==> src/sv/assert_macros.svh <==
// Assertion helpers for the tree extend unit.
`ifndef ASSERT_MACROS_SVH
`define ASSERT_MACROS_SVH
`ifndef SYNTH
// same-cycle implication
`define ASSERT_IMP(lbl, ante, cons) \
	lbl: assert property (@(posedge clk) disable iff (!arst_n) (ante) |-> (cons)) \
		else $error("assertion failed");
// next-cycle implication
`define ASSERT_NXT(lbl, ante, cons) \
	lbl: assert property (@(posedge clk) disable iff (!arst_n) (ante) |=> (cons)) \
		else $error("assertion failed");
`else
`define ASSERT_IMP(lbl, ante, cons)
`define ASSERT_NXT(lbl, ante, cons)
`endif
`endif

==> src/sv/rrt_pkg.sv <==
package rrt_pkg;

	localparam int CW   = 16;          // coordinate width
	localparam int RW   = 15;          // radius / step width
	localparam int IW   = 10;          // index field width
	localparam int OCW  = 11;          // obstacle count register width
	localparam int DW   = 2 * (CW + 1); // squared distance width
	localparam int MW   = 36;          // serial multiplier operand width
	localparam int MCH  = 12;          // multiplier digit width
	localparam int MNCH = 3;           // digits per operand
	localparam int PW   = 2 * MW;

	typedef enum logic [1:0] {
		OP_RESTART  = 2'd0,
		OP_OBSTACLE = 2'd1,
		OP_EXTEND   = 2'd2,
		OP_READ     = 2'd3
	} op_t;

	typedef enum logic [2:0] {
		ST_DONE     = 3'd0,
		ST_ADDED    = 3'd1,
		ST_COLLIDED = 3'd2,
		ST_FULL     = 3'd3,
		ST_READ     = 3'd4,
		ST_INVALID  = 3'd5
	} status_t;

	typedef enum logic [1:0] {
		SM_NEAR = 2'd0,
		SM_OBS  = 2'd1,
		SM_GOAL = 2'd2
	} scan_mode_t;

	typedef enum logic [2:0] {
		CFG_START_X   = 3'd0,
		CFG_START_Y   = 3'd1,
		CFG_GOAL_X    = 3'd2,
		CFG_GOAL_Y    = 3'd3,
		CFG_STEP      = 3'd4,
		CFG_OBS_COUNT = 3'd5
	} cfg_reg_t;

	typedef struct packed {
		logic       capture;
		logic       restart;
		logic       obs_wr;
		logic       rd_node;
		logic       scan_start;
		scan_mode_t mode;
		logic       step_start;
		logic       newpt;
		logic       append;
		logic       out_load;
		status_t    kind;
	} dp_cmd_t;

	typedef struct packed {
		op_t  op;
		logic full;
		logic obs_idx_ok;
		logic node_idx_ok;
		logic scan_done;
		logic step_done;
		logic hit;
	} dp_stat_t;

	typedef struct packed {
		status_t        status;
		logic [IW-1:0]  node_index;
		logic [CW-1:0]  node_x;
		logic [CW-1:0]  node_y;
		logic [IW-1:0]  parent_index;
		logic           has_parent;
		logic           goal_reached;
	} res_t;

endpackage

==> src/sv/rrt_ctrl.sv <==
module rrt_ctrl (
	input  logic               clk,
	input  logic               arst_n,
	input  logic               in_valid,
	output logic               in_ready,
	input  logic               out_free,
	input  rrt_pkg::dp_stat_t  stat,
	output rrt_pkg::dp_cmd_t   cmd
);
	import rrt_pkg::*;

	typedef enum logic [8:0] {
		C_IDLE     = 9'b000000001,
		C_DISPATCH = 9'b000000010,
		C_READ     = 9'b000000100,
		C_NSCAN    = 9'b000001000,
		C_STEP     = 9'b000010000,
		C_NEWPT    = 9'b000100000,
		C_OSCAN    = 9'b001000000,
		C_GSCAN    = 9'b010000000,
		C_OUT      = 9'b100000000
	} ctrl_state_t;

	ctrl_state_t state_q, state_d;
	status_t     kind_q, kind_d;

	always_comb begin
		cmd      = '0;
		cmd.mode = SM_NEAR;
		state_d  = state_q;
		kind_d   = kind_q;
		in_ready = 1'b0;
		case (state_q)
			C_IDLE: begin
				in_ready = 1'b1;
				if (in_valid) begin
					cmd.capture = 1'b1;
					state_d     = C_DISPATCH;
				end
			end
			C_DISPATCH: begin
				state_d = C_OUT;
				kind_d  = ST_DONE;
				case (stat.op)
					OP_RESTART: cmd.restart = 1'b1;
					OP_OBSTACLE: begin
						if (stat.obs_idx_ok) cmd.obs_wr = 1'b1;
						else                 kind_d     = ST_INVALID;
					end
					OP_READ: begin
						if (stat.node_idx_ok) begin
							cmd.rd_node = 1'b1;
							kind_d      = ST_READ;
							state_d     = C_READ;
						end else begin
							kind_d = ST_INVALID;
						end
					end
					OP_EXTEND: begin
						if (stat.full) begin
							kind_d = ST_FULL;
						end else begin
							cmd.scan_start = 1'b1;
							cmd.mode       = SM_NEAR;
							state_d        = C_NSCAN;
						end
					end
					default: ;
				endcase
			end
			C_READ: state_d = C_OUT;
			C_NSCAN: if (stat.scan_done) begin
				cmd.step_start = 1'b1;
				state_d        = C_STEP;
			end
			C_STEP: if (stat.step_done) begin
				cmd.newpt = 1'b1;
				state_d   = C_NEWPT;
			end
			C_NEWPT: begin
				cmd.scan_start = 1'b1;
				cmd.mode       = SM_OBS;
				state_d        = C_OSCAN;
			end
			C_OSCAN: if (stat.scan_done) begin
				if (stat.hit) begin
					kind_d  = ST_COLLIDED;
					state_d = C_OUT;
				end else begin
					cmd.append     = 1'b1;
					cmd.scan_start = 1'b1;
					cmd.mode       = SM_GOAL;
					state_d        = C_GSCAN;
				end
			end
			C_GSCAN: if (stat.scan_done) begin
				kind_d  = ST_ADDED;
				state_d = C_OUT;
			end
			C_OUT: if (out_free) begin
				cmd.out_load = 1'b1;
				state_d      = C_IDLE;
			end
			default: state_d = C_IDLE;
		endcase
		cmd.kind = kind_q;
	end

	always_ff @(posedge clk or negedge arst_n) begin
		if (!arst_n) begin
			state_q <= C_IDLE;
			kind_q  <= ST_DONE;
		end else begin
			state_q <= state_d;
			kind_q  <= kind_d;
		end
	end

endmodule

==> config.mk <==
export PLATFORM = sky130hd
export DESIGN_NAME = rrt_ctrl
export DESIGN_NICKNAME = d
export VERILOG_FILES = /design/src/sv/assert_macros.svh /design/src/sv/rrt_pkg.sv /design/src/sv/rrt_ctrl.sv
export SDC_FILE = /design/constraint.sdc
export NUM_CORES = 1
export LEC_CHECK = 0
export BUFFER_PORTS_ARGS = -buffer_cell sky130_fd_sc_hd__clkbuf_2
export CORE_UTILIZATION = 33
export CTS_BUF_LIST = sky130_fd_sc_hd__clkbuf_8
export CTS_CLUSTER_DIAMETER = 80
export DETAILED_ROUTE_END_ITERATION = 7
export GPL_TIMING_DRIVEN = 0
export PLACE_DENSITY = 0.66
export RECOVER_POWER = 50
export SYNTH_ARGS = -nofsm -noshare
export SYNTH_HDL_FRONTEND = slang
export SYNTH_SLANG_ARGS = --single-unit
==> constraint.sdc <==
create_clock -name clk -period 7.2 [get_ports clk]
set_clock_uncertainty 0.05 [all_clocks]
set_input_delay 0 -clock clk [delete_from_list [all_inputs] [get_ports clk]]
set_output_delay 0 -clock clk [all_outputs]
set_load 0.005 [all_outputs]
* After elaboration in Yosys (flattened, before gate mapping)
Cells that the tools add are included.
Storage, ports and cells: bits in registers 12, bits of input ports 12, output and inout port bits 15, word-level logic and storage cells 67
Cells by class: eq/ne operators 19, multiplexer cells 42, reductions and logical operators 4
Operator list (number):
- $mux W9 | 9
- $pmux W9 S9 | 1
- $mux W3 | 9
- $pmux W3 S3 | 3
- $mux W1 | 18
- $pmux W9 S2 | 1
- $ne A2 B2 Y1 const B | 7
- $eq A9 B1 Y1 const B | 1
- $eq A9 B2 Y1 const B | 1
- $eq A9 B3 Y1 const B | 1
- $eq A9 B4 Y1 const B | 1
- $eq A9 B5 Y1 const B | 1
- $eq A9 B6 Y1 const B | 1
- $eq A9 B7 Y1 const B | 1
- $eq A9 B8 Y1 const B | 1
- $eq A9 B9 Y1 const B | 1
- $reduce_and A6 Y1 | 1
- $eq A2 B2 Y1 const B | 2
- $reduce_and A4 Y1 | 1
- $reduce_bool A3 Y1 | 1
- $eq A2 B1 Y1 const B | 1
- $logic_not A2 Y1 | 1
- $mux W2 | 1

* Longest topological paths before layout
Gate-level depths: netlist (run 1).
depth after elaboration 3, mapped depth 7, gate-level depth less buffers 5

* Worst setup path after synthesis (run 1)
Ideal clock, no wire load.
path type flip-flop to flip-flop, from reg state_q[2], to reg state_q[3], setup time 0.076 ns, arrival 2.175 ns, data required time 7.074 ns, slack 4.899 ns, cell stages (with the launch flop) 7, buffers on the path 2, clock period less this slack 2.301 ns, cell sequence dfrtp_1 > buf_6 > or4_4 > buf_6 > or4b_4 > or4b_4 > o21ai_1
On the way: word-level cells in the longest chain between the ends 3, elaborated cells on any way between the ends 17, those cells by class 15 x eq/ne; 1 x mux; 1 x reduce/logical
Ends and longest elaborated chain:
- from (decl) | RTL line rrt_ctrl.sv:24 | ctrl_state_t state_q, state_d;
- from (signal assigned) | RTL line rrt_ctrl.sv:114 | state_q <= state_d;
- $eq A9 B4 Y1, or another cell as far along | RTL line rrt_ctrl.sv:33 | case (state_q)
- $ne A2 B2 Y1 (no line)
- $reduce_and A6 Y1 (no line)
Parallel ways exist; a longest one is shown, timed or not. A chain may end at the register's enable or synchronous reset.

==> results of run 1 <==
[layout by cell type (no fill, tap or decap), drive strengths merged, types with 3 or more instances in the layout]
master,netlist,layout
clkbuf,5,36
nor2,11,11
dfrtp,11,11
nor3,7,7
nand2,6,6
o21ai,6,6
nor4,5,5
dlygate4sd3,0,5
nor2b,4,4
nand3,4,4
inv,4,4
nand2b,4,4
or4,3,3
nand3b,3,3
nor4b,3,3
and2,3,3
buf,4,3
[power groups by stage]
stage               registers, mW  clock network, mW  logic, mW
finish                     0.0935             0.0777      0.155
CTS                        0.0936             0.0797      0.157
floorplan                  0.0934                  0      0.107
global placement           0.0938                  0      0.150
global route               0.0964             0.0824      0.173
detailed placement         0.0942                  0      0.155
[worst max-delay path by stage]
| stage | end | startpoint | slack (ns) | depth (start not counted) |
|---|---|---|---|---|
| after CTS | cmd[9] | state_q[3] | 4.47 | 6 |
| after global placement | cmd[9] | state_q[3] | 4.76 | 6 |
| after detailed placement | cmd[9] | state_q[3] | 4.75 | 6 |
| after floorplan | state_q[3] | state_q[2] | 4.90 | 6 |
| after global routing | cmd[9] | state_q[3] | 4.30 | 6 |
| final | cmd[9] | state_q[3] | 4.41 | 6 |
[per-layer routing]
layer / GRT usage / share of wire / up-vias / wire (um)
met5: 0 / 0 / - / 0
met2: 0.2908 / 0.46 / 28 / 1222
met3: 0.04147 / 0.047 / 6 / 125
li1: - / - / 521 / -
met1: 0.2390 / 0.48 / 517 / 1272
met4: 0.05226 / 0.012 / 0 / 31
[Yosys cell counts, drive strengths merged]
| library cell | instances | area, um^2 |
|---|---|---|
| o311ai | 1 | 8.760 |
| o31ai | 1 | 7.510 |
| o21ai | 6 | 30.02 |
| a21bo | 1 | 10.01 |
| a21o | 2 | 15.01 |
| a31oi | 1 | 6.260 |
| buf | 4 | 31.27 |
| nand2 | 6 | 22.52 |
| or4b | 2 | 27.53 |
| or3 | 2 | 12.51 |
| dfstp | 1 | 26.28 |
| nor3 | 7 | 35.03 |
| nand2b | 4 | 25.02 |
| nor2b | 4 | 25.02 |
| a21boi | 2 | 15.01 |
| a2111oi | 1 | 8.760 |
| o211ai | 1 | 7.510 |
| nor4b | 3 | 26.28 |
| inv | 4 | 15.01 |
| nor3b | 2 | 15.01 |
| o22ai | 1 | 6.260 |
| nand4 | 1 | 6.260 |
| mux2i | 2 | 20.02 |
| xor2 | 2 | 17.52 |
| and2 | 3 | 18.77 |
| and4 | 1 | 8.760 |
| clkbuf | 5 | 18.77 |
| or4 | 3 | 26.27 |
| o32ai | 2 | 17.52 |
| and3 | 1 | 6.260 |
| or2 | 1 | 6.260 |
| nand3b | 3 | 22.52 |
| nor4 | 5 | 31.28 |
| a221oi | 2 | 17.52 |
| and4b | 2 | 20.02 |
| a211oi | 1 | 7.510 |
| o2111ai | 1 | 8.760 |
| a211o | 1 | 8.760 |
| dfrtp | 11 | 275.3 |
| and3b | 1 | 8.760 |
| nand3 | 4 | 20.02 |
| nor2 | 11 | 41.29 |
[area by class of cell]
type	instances	area (um^2)
Timing Repair Buffer	31	177.7
Fill cell	281	1536
Buffer	9	42.54
Clock buffer	4	55.05
Tap cell	31	38.79
Inverter	4	15.01
Multi-Input combinational cell	94	614.3
Sequential cell	12	301.5
[kinds of logic after synthesis]
group | count (synthesis) | synth area share
AO/OA/AOI/OAI | 24 | 0.1779
XOR/XNOR | 2 | 0.01779
buffers and inverters | 13 | 0.06606
flip-flops | 12 | 0.3062
multiplexers | 2 | 0.02033
AND/OR/NAND/NOR | 66 | 0.4117
[timing repair]
item / CTS / global route
endpoints found under the setup margin: 0 / 0
resized for setup: 0 / 0
hold buffers: 5 / 0
endpoints found under the hold margin: 16 / 0
[registers in the layout (all words and copies together), names as in the netlist]
signal   cells
state_q      9
kind_q       3
[worst register-to-register path, cell delays in order (launching register included)]
cell and delay (ns):
dfrtp_1 0.46, or4_1 0.54, clkbuf_1 0.19, or4b_4 0.56, or4b_4 0.52, o21ai_1 0.11
[metrics by stage]
stage / setup WS, ns / util / total power [mW] / hold WS [ns] / instance area (um^2)
2_1_floorplan: 4.899 / - / 0.2003 / -0.3456 / 984.7
3_3_place_gp: 4.764 / 0.4148 / 0.2443 / -0.1424 / 1154
3_5_place_dp: 4.751 / 0.4148 / 0.2490 / -0.1334 / 1154
4_1_cts: 4.467 / 0.4525 / 0.3304 / 0.01055 / 1259
5_1_grt: 4.298 / 0.4476 / 0.3521 / 0.03751 / 1245
6_report: 4.407 / 0.4476 / 0.3262 / 0.01291 / 1245
==> flow_summary.ini, run 1 <==
[die]
start_util = 0.3540
rows = 19
die_w_um = 56.63
core_um2 = 2781
die_y_um = 56.63
dieArea_um2 = 3206
io_pins = 27

[critical_path]
crit_slowest_cell = or4b_4
reg2regPathDepth = 5
critPathLaunchType = register
cp_max_fo = 9
crit_path_end_kind = output port
crit_top_cell = or4b_4
r2r_slack_ns = 4.69
worstPathRequired_ns = 7.15
worstPathCellList = or4_1 -> clkbuf_1 -> or4b_4 -> or4b_4 -> nand3b_1 -> clkbuf_2
worst_path_largest_cell_delay_ns = 0.56
r2r_end = state_q[3]
worst_ep_arrival_time_ns = 2.74
crit_buf_inv = 2
r2r-start = state_q[3]
critical-path-top-delay-family = simple AND/OR/NAND/NOR gates
path_class = register to output port

[clock_tree]
clk_pin_slew_worst_paths_ns = 0.06
clockBufferDepth = 2
cts_buffers = 3
htree_levels = 1
cts.sink_count = 12
root_buffer = clkbuf_8
postCtsSetupBuffers = 0
cts_tree = done
clock_latency_ns = 0.25

[placement]
port_buffers = 26
dp_hpwl_mm = 2.010
place_congestion = 0.8955
place_inst = 176

[global_routing]
grt_max_degree = 13
antenna_found_initial = 0
gr-total-overflow = 0
first_global_vias = 981
grt_pass1_wl_mm = 4.519
grt_use_total = 0.1802

[hold_path]
worstHoldStart = stat[7]
holdPathStages = 3
hp-class = input port to register
hold_end = state_q[2]

[power_and_ir_drop]
p_int_uw = 196.3
comb_power_share = 0.475
leakagePower_nw = 0.5842
clock_power_share = 0.238
p_sw_uw = 129.8
p_sw_frac = 0.3981
pwr-share-seq = 0.287
power_density_nw_per_um2 = 262.0
peakVddDrop_v = 0.0002014

[final_layout]
num-nets-final = 167
areaGrowthSynthToFinish_pct = 26.43
antenna_cells = 0
final_cells = 185
drive_gt1_frac = 0.2273

[route]
ant_nets = 0
vias_per_cell = 5.795
vias = 1072
detail_route.wl_per_cell_um = 14.33
routed_wl_mm = 2.651
drc = 0
drt_iter0_drc = 27
first_pass_iters = 4

[timing]
final-hold-violation-count = 0
slew-limit-headroom = 0.4603
timing.fmax_mhz = 358.0
tightestPinTransition_ns = 0.8021
timing.final.crit_share = 0.3879
final-setup-viol-count = 0
layout_min_cycle_time_ns = 2.793
rsz0062_at_grt = false
slew_viol_final = 0
tns_ns = 0

[synth]
synth_cells = 119
synth-warning-count = 0
ys_seq_area_frac = 0.3062
synth_cell_type_count = 46
syn_area_per_cell_um2 = 8.275
ys_ff_latch = 12
synth_fp_nets = 131
netlist_area_um2 = 984.7

[job]
cap_violations = 0

[run_status]
status = complete, no violations
(Power assumes the default switching activity.)
==> run 2, diff against run 1 <==
clock period = 2.8 ns   (was 7.2 ns; I/O delays follow)
==> flow_summary.ini, run 2 (synthesis results as in run 1) <==
[critical_path]
worstPathCellList = buf_6 -> or4_4 -> buf_6 -> or4b_4 -> or4b_4 -> nand3b_1 -> clkbuf_2
path_class = register to output port
crit_slowest_cell = or4b_4
worst_ep_arrival_time_ns = 2.67
crit_path_end_kind = output port
cp_max_fo = 8
critPathLaunchType = register
worstPathRequired_ns = 2.75
worst_path_largest_cell_delay_ns = 0.53

[route]
ant_nets = 0
first_pass_iters = 4
detail_route.wl_per_cell_um = 14.24
routed_wl_mm = 2.635
vias = 1067
drt_iter0_drc = 25
drc = 0
vias_per_cell = 5.768

[die]
start_util = 0.3540
die_y_um = 56.63
core_um2 = 2781
die_w_um = 56.63
rows = 19
io_pins = 27
dieArea_um2 = 3206

[power_and_ir_drop]
peakVddDrop_v = 0.0005186
power_density_nw_per_um2 = 670.8
p_int_uw = 508.7
leakagePower_nw = 0.5862
clock_power_share = 0.237
pwr-share-seq = 0.285
p_sw_uw = 334.7
comb_power_share = 0.478
p_sw_frac = 0.3969

[timing]
tightestPinTransition_ns = 0.7945
final-setup-viol-count = 0
tns_ns = 0
final.setup.worst_slack_ns = 0.08064
rsz0062_at_grt = false
slew_viol_final = 0
slew-limit-headroom = 0.4655
timing.final.crit_share = 0.9712
final-hold-violation-count = 0
timing.fmax_mhz = 367.7
layout_min_cycle_time_ns = 2.719
holdWs_ns = 0.01334

[clock_tree]
cts_tree = done
cts.sink_count = 12
cts_buffers = 3
clockBufferDepth = 2
clock_latency_ns = 0.25
clk_pin_slew_worst_paths_ns = 0.06
root_buffer = clkbuf_8
htree_levels = 1
postCtsSetupBuffers = 0

[global_routing]
met3_usage = 0.04147
grt_use_met2 = 0.2908
busiest_layer = met2
gr-total-overflow = 0
grt_max_degree = 13
grt_use_total = 0.1802
grt_pass1_wl_mm = 4.519
use_met1 = 0.2390
first_global_vias = 981
antenna_found_initial = 0

[placement]
port_buffers = 26
placed_cell_area_um2 = 1154
place_congestion = 0.8955
place_inst = 176
dp_slack_ns = 0.3506
dp_hpwl_mm = 2.010

[hold_path]
hp-class = input port to register

[job]
cap_violations = 0

[final_layout]
antenna_cells = 0
stdcell_area_um2 = 1257
layout_common_cells = clkbuf_2 (24), nor2_1 (11), dfrtp_1 (10)
areaGrowthSynthToFinish_pct = 27.70
reg_top3 = state_q x9, kind_q x3
final_cells = 185
regMostFlops = state_q
drive_gt1_frac = 0.2468
num-nets-final = 167
layout_commonest_cell = clkbuf_2
largest_register_ffs = 9

[run_status]
status = complete, no violations
==> run 2: per-stage QoR <==
step                      power, mW  utilization
after floorplan              0.5151            -
after global placement       0.6282       0.4148
after detailed placement     0.6402       0.4148
after CTS                    0.8497       0.4525
after global routing         0.9097       0.4521
final                        0.8435       0.4521
==> run 2: worst paths after layout <==
check                            from    endpoint  slack, ns  depth (start not counted)
setup reg to reg           state_q[2]  state_q[3]       0.36                          6
hold / removal                stat[7]  state_q[2]       0.01                          3
setup / recovery           state_q[2]      cmd[9]       0.08                          7
min in group asynchronous      arst_n  state_q[4]       0.26                          2
max in group asynchronous      arst_n  state_q[3]       1.96                          2
hold reg to reg             kind_q[1]   kind_q[1]       0.47                          2
==> run 2: layout make-up <==
class / count / area [um^2]
tap: 31 / 38.79
sequential: 12 / 302.8
timing repair buffer: 31 / 177.7
multi-input combinational: 94 / 618.1
buffer: 9 / 50.05
fill: 279 / 1524
inverter: 4 / 15.01
clock buffer: 4 / 55.05
==> run 2: what timing repair did <==
| action | 4_1_cts | 5_1_grt |
|---|---|---|
| hold buffers | 5 | 0 |
| endpoints found under the hold margin | 16 | 0 |
| setup endpoints to repair | 0 | 1 |
| resized for setup | 0 | 1 |
==> run 2: critical path: cells and delay by family (launching register included) <==
family | cells | cell delay (ns)
flip-flops | 1 | 0.37
AND/OR/NAND/NOR | 4 | 1.66
buffers and inverters | 3 | 0.38
==> run 2: power by group through the flow <==
| stage | clock network [mW] | registers (mW) | logic, mW |
|---|---|---|---|
| 2_1_floorplan | 0 | 0.240 | 0.275 |
| 3_3_place_gp | 0 | 0.241 | 0.387 |
| 3_5_place_dp | 0 | 0.242 | 0.398 |
| 4_1_cts | 0.205 | 0.241 | 0.404 |
| 5_1_grt | 0.212 | 0.248 | 0.450 |
| 6_report | 0.200 | 0.240 | 0.403 |
==> run 2: layer usage <==
| layer | part of all wire | wire length [um] |
|---|---|---|
| met1 | 0.46 | 1225 |
| met2 | 0.46 | 1217 |
| met3 | 0.061 | 160 |
| met4 | 0.012 | 31 |
| met5 | 0 | 0 |
==> run 3, diff against run 2 <==
MAX_ROUTING_LAYER = met4   (was not set)
==> flow_summary.ini, run 3 (synthesis results as in run 1) <==
[run_status]
status = complete, no violations

[global_routing]
gr-total-overflow = 0
grt_use_total = 0.1793
first_global_vias = 990
grt_max_degree = 13
grt_pass1_wl_mm = 4.443
antenna_found_initial = 0

[critical_path]
cp_max_fo = 9
worstPathCellList = or4_4 -> buf_6 -> or4b_4 -> or4b_4 -> nand3b_1 -> clkbuf_2
worst_path_largest_cell_delay_ns = 0.56
path_class = register to output port
critPathLaunchType = register
worst_ep_arrival_time_ns = 2.68
crit_path_end_kind = output port
crit_slowest_cell = or4_4
worstPathRequired_ns = 2.75
crit_top_cell = or4b_4

[route]
drc = 0
first_pass_iters = 4
vias = 1046
ant_nets = 0
drt_iter0_drc = 28
detail_route.wl_per_cell_um = 14.06
routed_wl_mm = 2.602
vias_per_cell = 5.654

[timing]
final-setup-viol-count = 0
slew_viol_final = 0
final.setup.worst_slack_ns = 0.07217
tns_ns = 0
layout_min_cycle_time_ns = 2.728
timing.fmax_mhz = 366.6
timing.final.crit_share = 0.9742
rsz0062_at_grt = false
slew-limit-headroom = 0.4543
tightestPinTransition_ns = 0.8058
final-hold-violation-count = 0

[die]
dieArea_um2 = 3206
start_util = 0.3540
rows = 19
die_y_um = 56.63
die_w_um = 56.63
io_pins = 27
core_um2 = 2781

[clock_tree]
cts.sink_count = 12
cts_buffers = 3
root_buffer = clkbuf_8
htree_levels = 1
clk_pin_slew_worst_paths_ns = 0.06
cts_tree = done
cts_resized = 0
clockBufferDepth = 2
clock_latency_ns = 0.24

[final_layout]
layout_common_cells = clkbuf_2 (23), nor2_1 (11), dfrtp_1 (11)
reg_top3 = state_q x9, kind_q x3
drive_gt1_frac = 0.2273
regMostFlops = state_q
antenna_cells = 0
areaGrowthSynthToFinish_pct = 26.43
num-nets-final = 167
layout_commonest_cell = clkbuf_2
largest_register_ffs = 9

[placement]
place_congestion = 0.9098
dp_hpwl_mm = 2.008
port_buffers = 26
dp_slack_ns = 0.3461

[power_and_ir_drop]
peakVddDrop_v = 0.0004888
leakagePower_nw = 0.5828
power_density_nw_per_um2 = 650.1

[job]
cap_violations = 0

[hold_path]
hp-class = input port to register
[run 3: power breakdown]
part	switching (mW)	total, mW	internal [mW]
Clock	0.0692	0.166	0.0968
Combinational	0.242	0.405	0.163
Sequential	0.0186	0.238	0.220
Total	0.330	0.809	0.479
[run 3: per-layer routing]
metal / global-route usage / part of all wire / vias up
met3: 0.04378 / 0.061 / 2
li1: - / - / 521
met1: 0.2319 / 0.48 / 488
met2: 0.2891 / 0.46 / 35
met5: - / 0 / -
met4: 0.02787 / 0.0027 / 0
[run 3: layout make-up]
class	count	area, um^2
inverters	4	15.01
clock buffers	3	41.29
clock inverters	1	3.754
multi-input cells	94	618.1
flip-flops and latches	12	301.5
well taps	31	38.79
plain buffers	9	50.05
repair buffers	31	176.4
fillers	272	1536
[run 3: what timing repair did]
action,in CTS,in global routing
buffers inserted,0,0
hold buffers,5,0
endpoints found under the hold margin,16,0
[run 3: per-stage QoR]
stage	util	power, mW	hold WS (ns)	instances	instance area, um^2
floorplan	-	0.5151	-0.3456	119	984.7
global placement	0.4148	0.6281	-0.1424	176	1154
detailed placement	0.4148	0.6379	-0.1376	176	1154
CTS	0.4489	0.8127	0.007694	185	1249
global route	0.4476	0.8755	0.04660	185	1245
finish	0.4476	0.8093	0.01343	185	1245
[run 3: final timing paths]
path | start | to | slack, ns | cells past startpoint
worst min-delay path | stat[7] | state_q[2] | 0.01 | 3
min in group asynchronous | arst_n | state_q[6] | 0.25 | 2
worst max register to register | state_q[3] | state_q[3] | 0.37 | 5
worst min register to register | kind_q[1] | kind_q[1] | 0.47 | 2
max in group asynchronous | arst_n | state_q[8] | 2.01 | 2
worst max-delay path | state_q[3] | cmd[9] | 0.07 | 6
[run 3: worst max-delay path: cells and delay by family, from the launching register on]
kind | cells | cell delay [ns]
buffers and inverters | 2 | 0.25
flip-flops | 1 | 0.46
AND/OR/NAND/NOR | 4 | 1.72
